`config.mk`:
```
export PLATFORM = sky130hd
export DESIGN_NAME = unique_value_set_table_unit
export DESIGN_NICKNAME = d
export VERILOG_FILES = /design/src/uvst_pkg.sv /design/src/uvst_ctrl.sv /design/src/uvst_dp.sv /design/src/unique_value_set_table_unit.sv
export SDC_FILE = /design/constraint.sdc
export NUM_CORES = 1
export LEC_CHECK = 0
export BUFFER_PORTS_ARGS = -buffer_cell sky130_fd_sc_hd__buf_2
export CAP_MARGIN = 10
export CORE_UTILIZATION = 55
export DETAILED_ROUTE_END_ITERATION = 10
export PLACE_DENSITY = 0.78
export SYNTH_ARGS = -nofsm -noshare
export SYNTH_HDL_FRONTEND = slang
export SYNTH_SLANG_ARGS = --single-unit
```
`constraint.sdc`:
```
create_clock -name clk -period 10.7 [get_ports clk]
set_input_delay 1.07 -clock clk [delete_from_list [all_inputs] [get_ports clk]]
set_output_delay 1.07 -clock clk [all_outputs]
set_load 0.005 [all_outputs]
```
`src/uvst_pkg.sv`:
```
// ----------------------------------------------------------------------------
// uvst_pkg
// Shared constants, codes and controller/datapath interface types for the
// unique value set table.
// ----------------------------------------------------------------------------
`default_nettype none

package uvst_pkg;

    localparam int CAPACITY = 16;
    localparam int IDX_W    = $clog2(CAPACITY);
    localparam int CNT_W    = $clog2(CAPACITY + 1);
    localparam int DATA_W   = 32;
    localparam int FOUND_W  = 6;

    localparam logic [2:0] CMD_INSERT     = 3'd0;
    localparam logic [2:0] CMD_REMOVE_VAL = 3'd1;
    localparam logic [2:0] CMD_REMOVE_POS = 3'd2;
    localparam logic [2:0] CMD_REPLACE    = 3'd3;
    localparam logic [2:0] CMD_SEARCH     = 3'd4;

    typedef enum logic [2:0] {
        ST_OK      = 3'd0,
        ST_DUP     = 3'd1,
        ST_FULL    = 3'd2,
        ST_MISSING = 3'd3,
        ST_BADPOS  = 3'd4
    } status_t;

    localparam logic signed [FOUND_W-1:0] FOUND_NONE = -6'sd1;

    // controller to datapath
    typedef struct packed {
        logic start;
        logic scan_en;
        logic update;
    } ctrl_cmd_t;

    // datapath to controller
    typedef struct packed {
        logic scan_done;
        logic out_free;
    } dp_stat_t;

endpackage

`default_nettype wire

```
`src/uvst_ctrl.sv`:
```
// ----------------------------------------------------------------------------
// uvst_ctrl
// Sequencer: takes a command word, runs the table scan, then commits the
// update and loads the result register.
// ----------------------------------------------------------------------------
`default_nettype none

module uvst_ctrl (
    input  wire logic               clk,
    input  wire logic               rst_n,
    input  wire logic               in_valid,
    output logic                    in_stall,
    input  wire uvst_pkg::dp_stat_t stat,
    output uvst_pkg::ctrl_cmd_t     cmd
);

    typedef enum logic [2:0] {
        S_IDLE   = 3'b001,
        S_SCAN   = 3'b010,
        S_UPDATE = 3'b100
    } state_t;

    state_t state_reg;
    state_t state_next;

    assign in_stall = (state_reg != S_IDLE);

    always_comb
    begin
        state_next  = state_reg;
        cmd.start   = 1'b0;
        cmd.scan_en = 1'b0;
        cmd.update  = 1'b0;
        case (state_reg)
            S_IDLE:
            begin
                if (in_valid)
                begin
                    cmd.start  = 1'b1;
                    state_next = S_SCAN;
                end
            end
            S_SCAN:
            begin
                cmd.scan_en = 1'b1;
                if (stat.scan_done)
                    state_next = S_UPDATE;
            end
            S_UPDATE:
            begin
                // wait for the result register to free up
                if (stat.out_free)
                begin
                    cmd.update = 1'b1;
                    state_next = S_IDLE;
                end
            end
            default:
                state_next = S_IDLE;
        endcase
    end

    always_ff @(posedge clk or negedge rst_n)
    begin
        if (!rst_n)
            state_reg <= S_IDLE;
        else
            state_reg <= state_next;
    end

endmodule

`default_nettype wire

```
`src/uvst_dp.sv`:
```
// ----------------------------------------------------------------------------
// uvst_dp
// Datapath: command register, table memory with one read and one write
// port, scan compare, fill count and result register.
// ----------------------------------------------------------------------------
`default_nettype none

module uvst_dp (
    input  wire logic                                     clk,
    input  wire logic                                     rst_n,
    input  wire uvst_pkg::ctrl_cmd_t                      cmd,
    output uvst_pkg::dp_stat_t                            stat,
    input  wire logic [2:0]                               command,
    input  wire logic signed [uvst_pkg::DATA_W-1:0]       value,
    input  wire logic signed [uvst_pkg::DATA_W-1:0]       new_value,
    input  wire logic [3:0]                               position,
    output logic                                          out_valid,
    input  wire logic                                     out_stall,
    output logic [2:0]                                    status,
    output logic signed [uvst_pkg::FOUND_W-1:0]           found_position,
    output logic [uvst_pkg::CNT_W-1:0]                    entry_count
);

    localparam int IDX_W   = uvst_pkg::IDX_W;
    localparam int CNT_W   = uvst_pkg::CNT_W;
    localparam int DATA_W  = uvst_pkg::DATA_W;
    localparam int FOUND_W = uvst_pkg::FOUND_W;

    logic [DATA_W-1:0] mem [uvst_pkg::CAPACITY];

    // command word
    logic [2:0]        cmd_reg;
    logic [DATA_W-1:0] val_reg;
    logic [DATA_W-1:0] nval_reg;
    logic [3:0]        pos_reg;

    // scan
    logic [CNT_W-1:0]  idx_reg;
    logic [CNT_W-1:0]  rd_idx_reg;
    logic              rd_valid_reg;
    logic [DATA_W-1:0] rd_data_reg;
    logic              hit_v_reg;
    logic              hit_nv_reg;
    logic [IDX_W-1:0]  slot_reg;
    logic [DATA_W-1:0] last_reg;

    logic [CNT_W-1:0]  count_reg;

    // result register
    logic                      out_valid_reg;
    uvst_pkg::status_t         status_reg;
    logic signed [FOUND_W-1:0] found_reg;
    logic [CNT_W-1:0]          ecount_reg;

    // update decode
    uvst_pkg::status_t         st_next;
    logic signed [FOUND_W-1:0] found_next;
    logic [CNT_W-1:0]          count_next;
    logic                      wr_req;
    logic [IDX_W-1:0]          wr_addr;
    logic [DATA_W-1:0]         wr_data;
    logic                      rd_issue;

    assign rd_issue       = cmd.scan_en && (idx_reg < count_reg);
    assign stat.scan_done = (idx_reg == count_reg) && !rd_valid_reg;
    assign stat.out_free  = !out_valid_reg || !out_stall;

    assign out_valid      = out_valid_reg;
    assign status         = status_reg;
    assign found_position = found_reg;
    assign entry_count    = ecount_reg;

    always_comb
    begin
        st_next    = uvst_pkg::ST_OK;
        found_next = '0;
        count_next = count_reg;
        wr_req     = 1'b0;
        wr_addr    = slot_reg;
        wr_data    = last_reg;
        case (cmd_reg)
            uvst_pkg::CMD_INSERT:
            begin
                if (hit_v_reg)
                    st_next = uvst_pkg::ST_DUP;
                else if (count_reg >= CNT_W'(uvst_pkg::CAPACITY))
                    st_next = uvst_pkg::ST_FULL;
                else
                begin
                    wr_req     = 1'b1;
                    wr_addr    = count_reg[IDX_W-1:0];
                    wr_data    = val_reg;
                    count_next = count_reg + CNT_W'(1);
                end
            end
            uvst_pkg::CMD_REMOVE_VAL:
            begin
                if (!hit_v_reg)
                    st_next = uvst_pkg::ST_MISSING;
                else
                begin
                    // last entry moves into the freed slot
                    wr_req     = 1'b1;
                    count_next = count_reg - CNT_W'(1);
                end
            end
            uvst_pkg::CMD_REMOVE_POS:
            begin
                if (CNT_W'(pos_reg) >= count_reg)
                    st_next = uvst_pkg::ST_BADPOS;
                else
                begin
                    wr_req     = 1'b1;
                    wr_addr    = pos_reg[IDX_W-1:0];
                    count_next = count_reg - CNT_W'(1);
                end
            end
            uvst_pkg::CMD_REPLACE:
            begin
                if (hit_nv_reg)
                    st_next = uvst_pkg::ST_DUP;
                else if (!hit_v_reg)
                    st_next = uvst_pkg::ST_MISSING;
                else
                begin
                    wr_req  = 1'b1;
                    wr_data = nval_reg;
                end
            end
            uvst_pkg::CMD_SEARCH:
            begin
                if (!hit_v_reg)
                begin
                    st_next    = uvst_pkg::ST_MISSING;
                    found_next = uvst_pkg::FOUND_NONE;
                end
                else
                    found_next = FOUND_W'(slot_reg) + FOUND_W'(1);
            end
            default:
            begin
                st_next = uvst_pkg::ST_OK;
            end
        endcase
    end

    // table memory
    always_ff @(posedge clk)
    begin
        if (cmd.update && wr_req)
            mem[wr_addr] <= wr_data;
        rd_data_reg <= mem[idx_reg[IDX_W-1:0]];
    end

    // command word and scan payload
    always_ff @(posedge clk)
    begin
        if (cmd.start)
        begin
            cmd_reg  <= command;
            val_reg  <= value;
            nval_reg <= new_value;
            pos_reg  <= position;
        end
        if (rd_issue)
            rd_idx_reg <= idx_reg;
        if (rd_valid_reg)
        begin
            if (rd_data_reg == val_reg && !hit_v_reg)
                slot_reg <= rd_idx_reg[IDX_W-1:0];
            if (rd_idx_reg == count_reg - CNT_W'(1))
                last_reg <= rd_data_reg;
        end
    end

    always_ff @(posedge clk or negedge rst_n)
    begin
        if (!rst_n)
        begin
            idx_reg      <= '0;
            rd_valid_reg <= 1'b0;
            hit_v_reg    <= 1'b0;
            hit_nv_reg   <= 1'b0;
        end
        else if (cmd.start)
        begin
            idx_reg      <= '0;
            rd_valid_reg <= 1'b0;
            hit_v_reg    <= 1'b0;
            hit_nv_reg   <= 1'b0;
        end
        else
        begin
            rd_valid_reg <= rd_issue;
            if (rd_issue)
                idx_reg <= idx_reg + CNT_W'(1);
            if (rd_valid_reg)
            begin
                if (rd_data_reg == val_reg)
                    hit_v_reg <= 1'b1;
                if (rd_data_reg == nval_reg)
                    hit_nv_reg <= 1'b1;
            end
        end
    end

    always_ff @(posedge clk or negedge rst_n)
    begin
        if (!rst_n)
        begin
            count_reg     <= '0;
            out_valid_reg <= 1'b0;
        end
        else
        begin
            if (cmd.update)
            begin
                count_reg     <= count_next;
                out_valid_reg <= 1'b1;
            end
            else if (!out_stall)
                out_valid_reg <= 1'b0;
        end
    end

    always_ff @(posedge clk)
    begin
        if (cmd.update)
        begin
            status_reg <= st_next;
            found_reg  <= found_next;
            ecount_reg <= count_next;
        end
    end

endmodule

`default_nettype wire

```
`src/unique_value_set_table_unit.sv`:
```
// ----------------------------------------------------------------------------
// unique_value_set_table_unit
// Table of up to sixteen distinct signed 32-bit values with a fill count:
// insert, remove by value, remove by position, replace and search.
// ----------------------------------------------------------------------------
// Each command word goes through these steps once accepted: the single
// read port of the table memory is swept, one stored entry per cycle; the
// last word read is compared; the controller sees the scan end; and an
// update step writes the table and loads the result register. With an
// empty table there is no entry to sweep or compare. The next word can be
// taken in the cycle after the update. A result still waiting in the
// result register delays the update until it is taken.
// Commands are handled one at a time; the result register lets the next
// command be taken while a result is still waiting. Removal moves the last
// entry into the freed slot, so entry order is not kept. No clearing is
// needed after reset: only slots below the count are ever read.
`default_nettype none

module unique_value_set_table_unit (
    input  wire logic                                clk,
    input  wire logic                                rst_n,
    input  wire logic                                in_valid,
    output logic                                     in_stall,
    input  wire logic [2:0]                          command,
    input  wire logic signed [uvst_pkg::DATA_W-1:0]  value,
    input  wire logic signed [uvst_pkg::DATA_W-1:0]  new_value,
    input  wire logic [3:0]                          position,
    output logic                                     out_valid,
    input  wire logic                                out_stall,
    output logic [2:0]                               status,
    output logic signed [uvst_pkg::FOUND_W-1:0]      found_position,
    output logic [uvst_pkg::CNT_W-1:0]               entry_count
);

    uvst_pkg::ctrl_cmd_t cmd;
    uvst_pkg::dp_stat_t  stat;

    uvst_ctrl u_ctrl (
        .clk      (clk),
        .rst_n    (rst_n),
        .in_valid (in_valid),
        .in_stall (in_stall),
        .stat     (stat),
        .cmd      (cmd)
    );

    uvst_dp u_dp (
        .clk            (clk),
        .rst_n          (rst_n),
        .cmd            (cmd),
        .stat           (stat),
        .command        (command),
        .value          (value),
        .new_value      (new_value),
        .position       (position),
        .out_valid      (out_valid),
        .out_stall      (out_stall),
        .status         (status),
        .found_position (found_position),
        .entry_count    (entry_count)
    );

    // a taken word always blocks the input while its scan runs
    a_busy_after_accept: assert property (
        @(posedge clk) disable iff (!rst_n)
        (in_valid && !in_stall) |=> in_stall
    ) else $error("input not stalled after taking a word");

    a_count_in_range: assert property (
        @(posedge clk) disable iff (!rst_n)
        out_valid |-> (entry_count <= uvst_pkg::CNT_W'(uvst_pkg::CAPACITY))
    ) else $error("entry count above capacity");

    // only a search miss reports position -1
    a_miss_status: assert property (
        @(posedge clk) disable iff (!rst_n)
        (out_valid && found_position == uvst_pkg::FOUND_NONE)
            |-> (status == uvst_pkg::ST_MISSING)
    ) else $error("position -1 without not-found status");

    // a word taken now cannot produce a result in the next cycle
    a_no_instant_result: assert property (
        @(posedge clk) disable iff (!rst_n)
        (in_valid && !in_stall && !out_valid) |=> !out_valid
    ) else $error("result appeared without a scan");

endmodule

`default_nettype wire

```
==> reports/results.md <==
| Parameter | This run |
| --- | --- |
| Cell Rows | 80 |
| Power after layout | 0.00527 W |
| Min cycle time layout | 3.92 ns |
| Share of async-settable or async-resettable flops after synthesis | 2.47% |
| Root buf cell | sky130_fd_sc_hd__clkbuf_16 |
| Post-layout net count | 1507 |
| Final TNS setup | 0 ns |
| Main synth FF type | sky130_fd_sc_hd__edfxtp_1 |
| Reg2reg path depth | 8 |
| Worst setup slack after layout | 6.78 ns |
| Slew of the pin with the lowest slew margin | 1.25 ns |
| Layout area overhead | 13.0% |
| Most common library cell in the layout ignoring fill and taps | sky130_fd_sc_hd__edfxtp_1 |
| Placeable core area | 47900 sq um |
| Wire length of the first global-routing pass | 91100 um |
| Most frequent cells in the layout | 638 x sky130_fd_sc_hd__edfxtp_1, 160 x sky130_fd_sc_hd__mux4_2, 90 x sky130_fd_sc_hd__buf_2 |
| Library cell occupying the most area in the post-synthesis netlist | sky130_fd_sc_hd__edfxtp_1 |
| Crit path DAT | 4.15 ns |
| DIE AREA | 49600 sq um |
| DRC violation count after routing | 0 |
| Number of storage elements in the synthesis netlist | 687 |
| Share of Yosys cell area claimed by the top area cell type | 71.5% |
| Register with the most flip-flops | u_dp.mem |
| Number of antenna repair diodes | 0 |
| # fillers | 3082 |
| GRT Total Usage | 25.9% |
| DRT Pass-1 Iters | 9 |
| Kind of start point of the critical path | register |
| Beginning of the critical path | u_dp.count_reg[2]$_DFFE_PN0P_ |
| Setup-violating endpoint count in the final report | 0 |
| Clk buf depth | 3 |
| Min-delay worst type | input port to async pin |
| H-tree depth reported by CTS | 3 |
| Post-synthesis instance area | 26800 sq um |
| Synthesized area divided by synthesized cell count | 20.7 sq um |
| Syn nets | 1381 |
| First DRT Iteration DRCs | 1855 |
| Number of placed instances, taps included | 1964 |
| Hold Worst Slack | 0.391 ns |
| Critical path's largest stage delay | 1.05 ns |
| Unrepaired setup endpoints after global routing | false |
| Count of boundary I/O pins | 91 |
| Cell Pwr Density | 174 nW/um^2 |
| Global route overflow | 0 |
| Setup Buffers After CTS | 0 |
| Starting Density | 55.9% |
| Max-slew violation count | 0 |
| Critical register-to-register path startpoint | u_dp.count_reg[2]$_DFFE_PN0P_ |
| Post-placement setup slack | 6.75 ns |
| Setup Skew | 0.0162 ns |
| Post-cts resize count | 0 |
| Cells along the critical path | inv_1, ha_1, o21a_1, nor2_1, o211ai_1, o2bb2a_1, o221ai_1, nor2_4 |
| Cell type of the slowest stage on the worst timing path | sky130_fd_sc_hd__nor2_4 |
| PortBufs | 90 |
| WL per Instance | 29.8 um |
| # hold bufs at CTS | 0 |
| Detailed-route via count | 13.6k |
| Highest Clock Rate | 0.255 GHz |
| CTS tree | yes |
| Inserted Clock Buffers | 68 |
| Maximum net fanout on the critical path | 32 |
| Type of destination of the critical path | register |
| Post-route antenna net violation count | 0 |
| Register area share after synthesis | 75.5% |
| Final weighted congestion of routability-driven global placement | 0.896 |
| Chip Height | 223 um |
| Clock insertion delay at the later pin of the skew report | 0.62 ns |
| WP data required | 10.93 ns |
| Total length of routed wires | 62300 um |
| Critical Setup Path Class | register to register |
| Leakage component of the power | 10.1 nW |
| Number of global-route vias before repair | 14.0k |
| VDD IR-drop max | 0.000148 V |
| Number of synthesis warnings | 0 |
| Die width | 223 um |
| Final Hold Fails | 0 |
| Share of layout cells above drive strength 1 | 27.9% |
| Average vias per placed instance | 6.50 |
| Outcome | completed |
| Area contributors post-synth | sky130_fd_sc_hd__edfxtp_1 71%, sky130_fd_sc_hd__mux4_2 13%, sky130_fd_sc_hd__dfxtp_1 2.4% |
| HPWL Detailed | 35100 um |
| Worst slew margin relative to its limit | 16.2% |
| Cell Count, Final, Fillers Out | 2090 |
| Clock transition at the registers of the reported paths | 0.06 ns |
| Pin count of the biggest net entering global routing | 90 |
| Antenna violations before repair | 0 |
| Max FFs per register | 512 |
| Sinks on the clock net | 687 |
| Number of violations of the max-capacitance limit | 0 |
| Fin crit share | 36.6% |
| Synth unique cells | 66 |
| Cells after Synth | 1293 |
| Count of flip-flops with a built-in enable after synthesis | 638 |
[cell usage after synthesis (all sizes together), types with 3 or more instances]
master,count
nor2,32
mux2i,3
o211ai,5
nand4,19
ha,13
nor3b,3
o21ai,17
edfxtp,638
or2,4
nor3,9
nand2,22
a222oi,32
and2,4
dfrtp,16
buf,33
or3,5
inv,44
nand2b,5
a211o,3
o21a,8
nor4,7
dfxtp,32
xnor2,63
o22ai,4
clkbuf,23
a21o,4
nor2b,6
xor2,12
nand3,11
a21oi,27
mux4,160
[per-stage QoR]
step / utilization [%] / instance area [sq um]
finish: 63.2 / 30300
global route: 63.2 / 30300
CTS: 63.2 / 30300
detailed placement: 58.6 / 28100
global placement: 58.6 / 28100
floorplan: - / 26800
[logic make-up after synthesis]
family / after synthesis / share of synthesized area [%]
AOI/OAI and AO/OA: 118 / 3.45
xor gates and xnor gates: 75 / 2.45
adders and majority gates: 13 / 0.607
buffers and inverters: 100 / 1.62
DFF: 687 / 75.5
muxes: 163 / 13.6
and+or+nand+nor: 137 / 2.87
[final cells by class]
type | instances | area (sq um) | share of cell area (%)
flip-flops and latches | 687 | 20200 | 66.8
clock buffers | 85 | 1840 | 6.07
multi-input cells | 506 | 6290 | 20.8
clock inverters | 41 | 364 | 1.20
well taps | 615 | 769 | 2.54
repair buffers | 112 | 628 | 2.07
inverters | 44 | 166 | 0.549
[path summary, 6_finish.rpt]
kind / slack, ns / end
max: 6.78 / u_dp.mem[13][13]$_DFFE_PP_
min: 0.39 / u_dp.hit_v_reg$_DFFE_PN0P_
max reg2reg: 6.78 / u_dp.mem[13][13]$_DFFE_PP_
min reg2reg: 0.48 / u_dp.slot_reg[0]$_DFFE_PP_
max in group asynchronous: 9.96 / u_dp.idx_reg[0]$_DFFE_PN0P_
min in group clk: 0.48 / u_dp.slot_reg[0]$_DFFE_PP_
[per-layer routing]
metal  wire length [um]  track usage (%)  vias to the layer above
li1                   -                -                     5609
met1              23000             34.3                     6973
met2              31400             42.5                      863
met3               5610             4.71                      138
met4               2260             11.3                        0
met5                  0                0                        -
[where the power goes]
group | switching [W] | internal (W) | leakage, nW | total (W)
clock | 0.000993 | 0.00137 | 1.09 | 0.00236
sequential | 0.0000000000000000000145 | 0.00289 | 6.22 | 0.00289
combinational | 0.00000563 | 0.00000931 | 2.74 | 0.0000149
total | 0.000999 | 0.00427 | 10.1 | 0.00527
[worst max-delay path, delay by kind of cell, from the launching register on]
kind | cells | cell delay (ns)
AND/OR/NAND/NOR | 2 | 1.33
AO/OA/AOI/OAI | 4 | 1.19
flip-flops | 1 | 0.50
adder cells (fa/ha/maj) | 1 | 0.32
buffers and inverters | 1 | 0.17
Note: power is estimated with default switching activity, not from simulation.
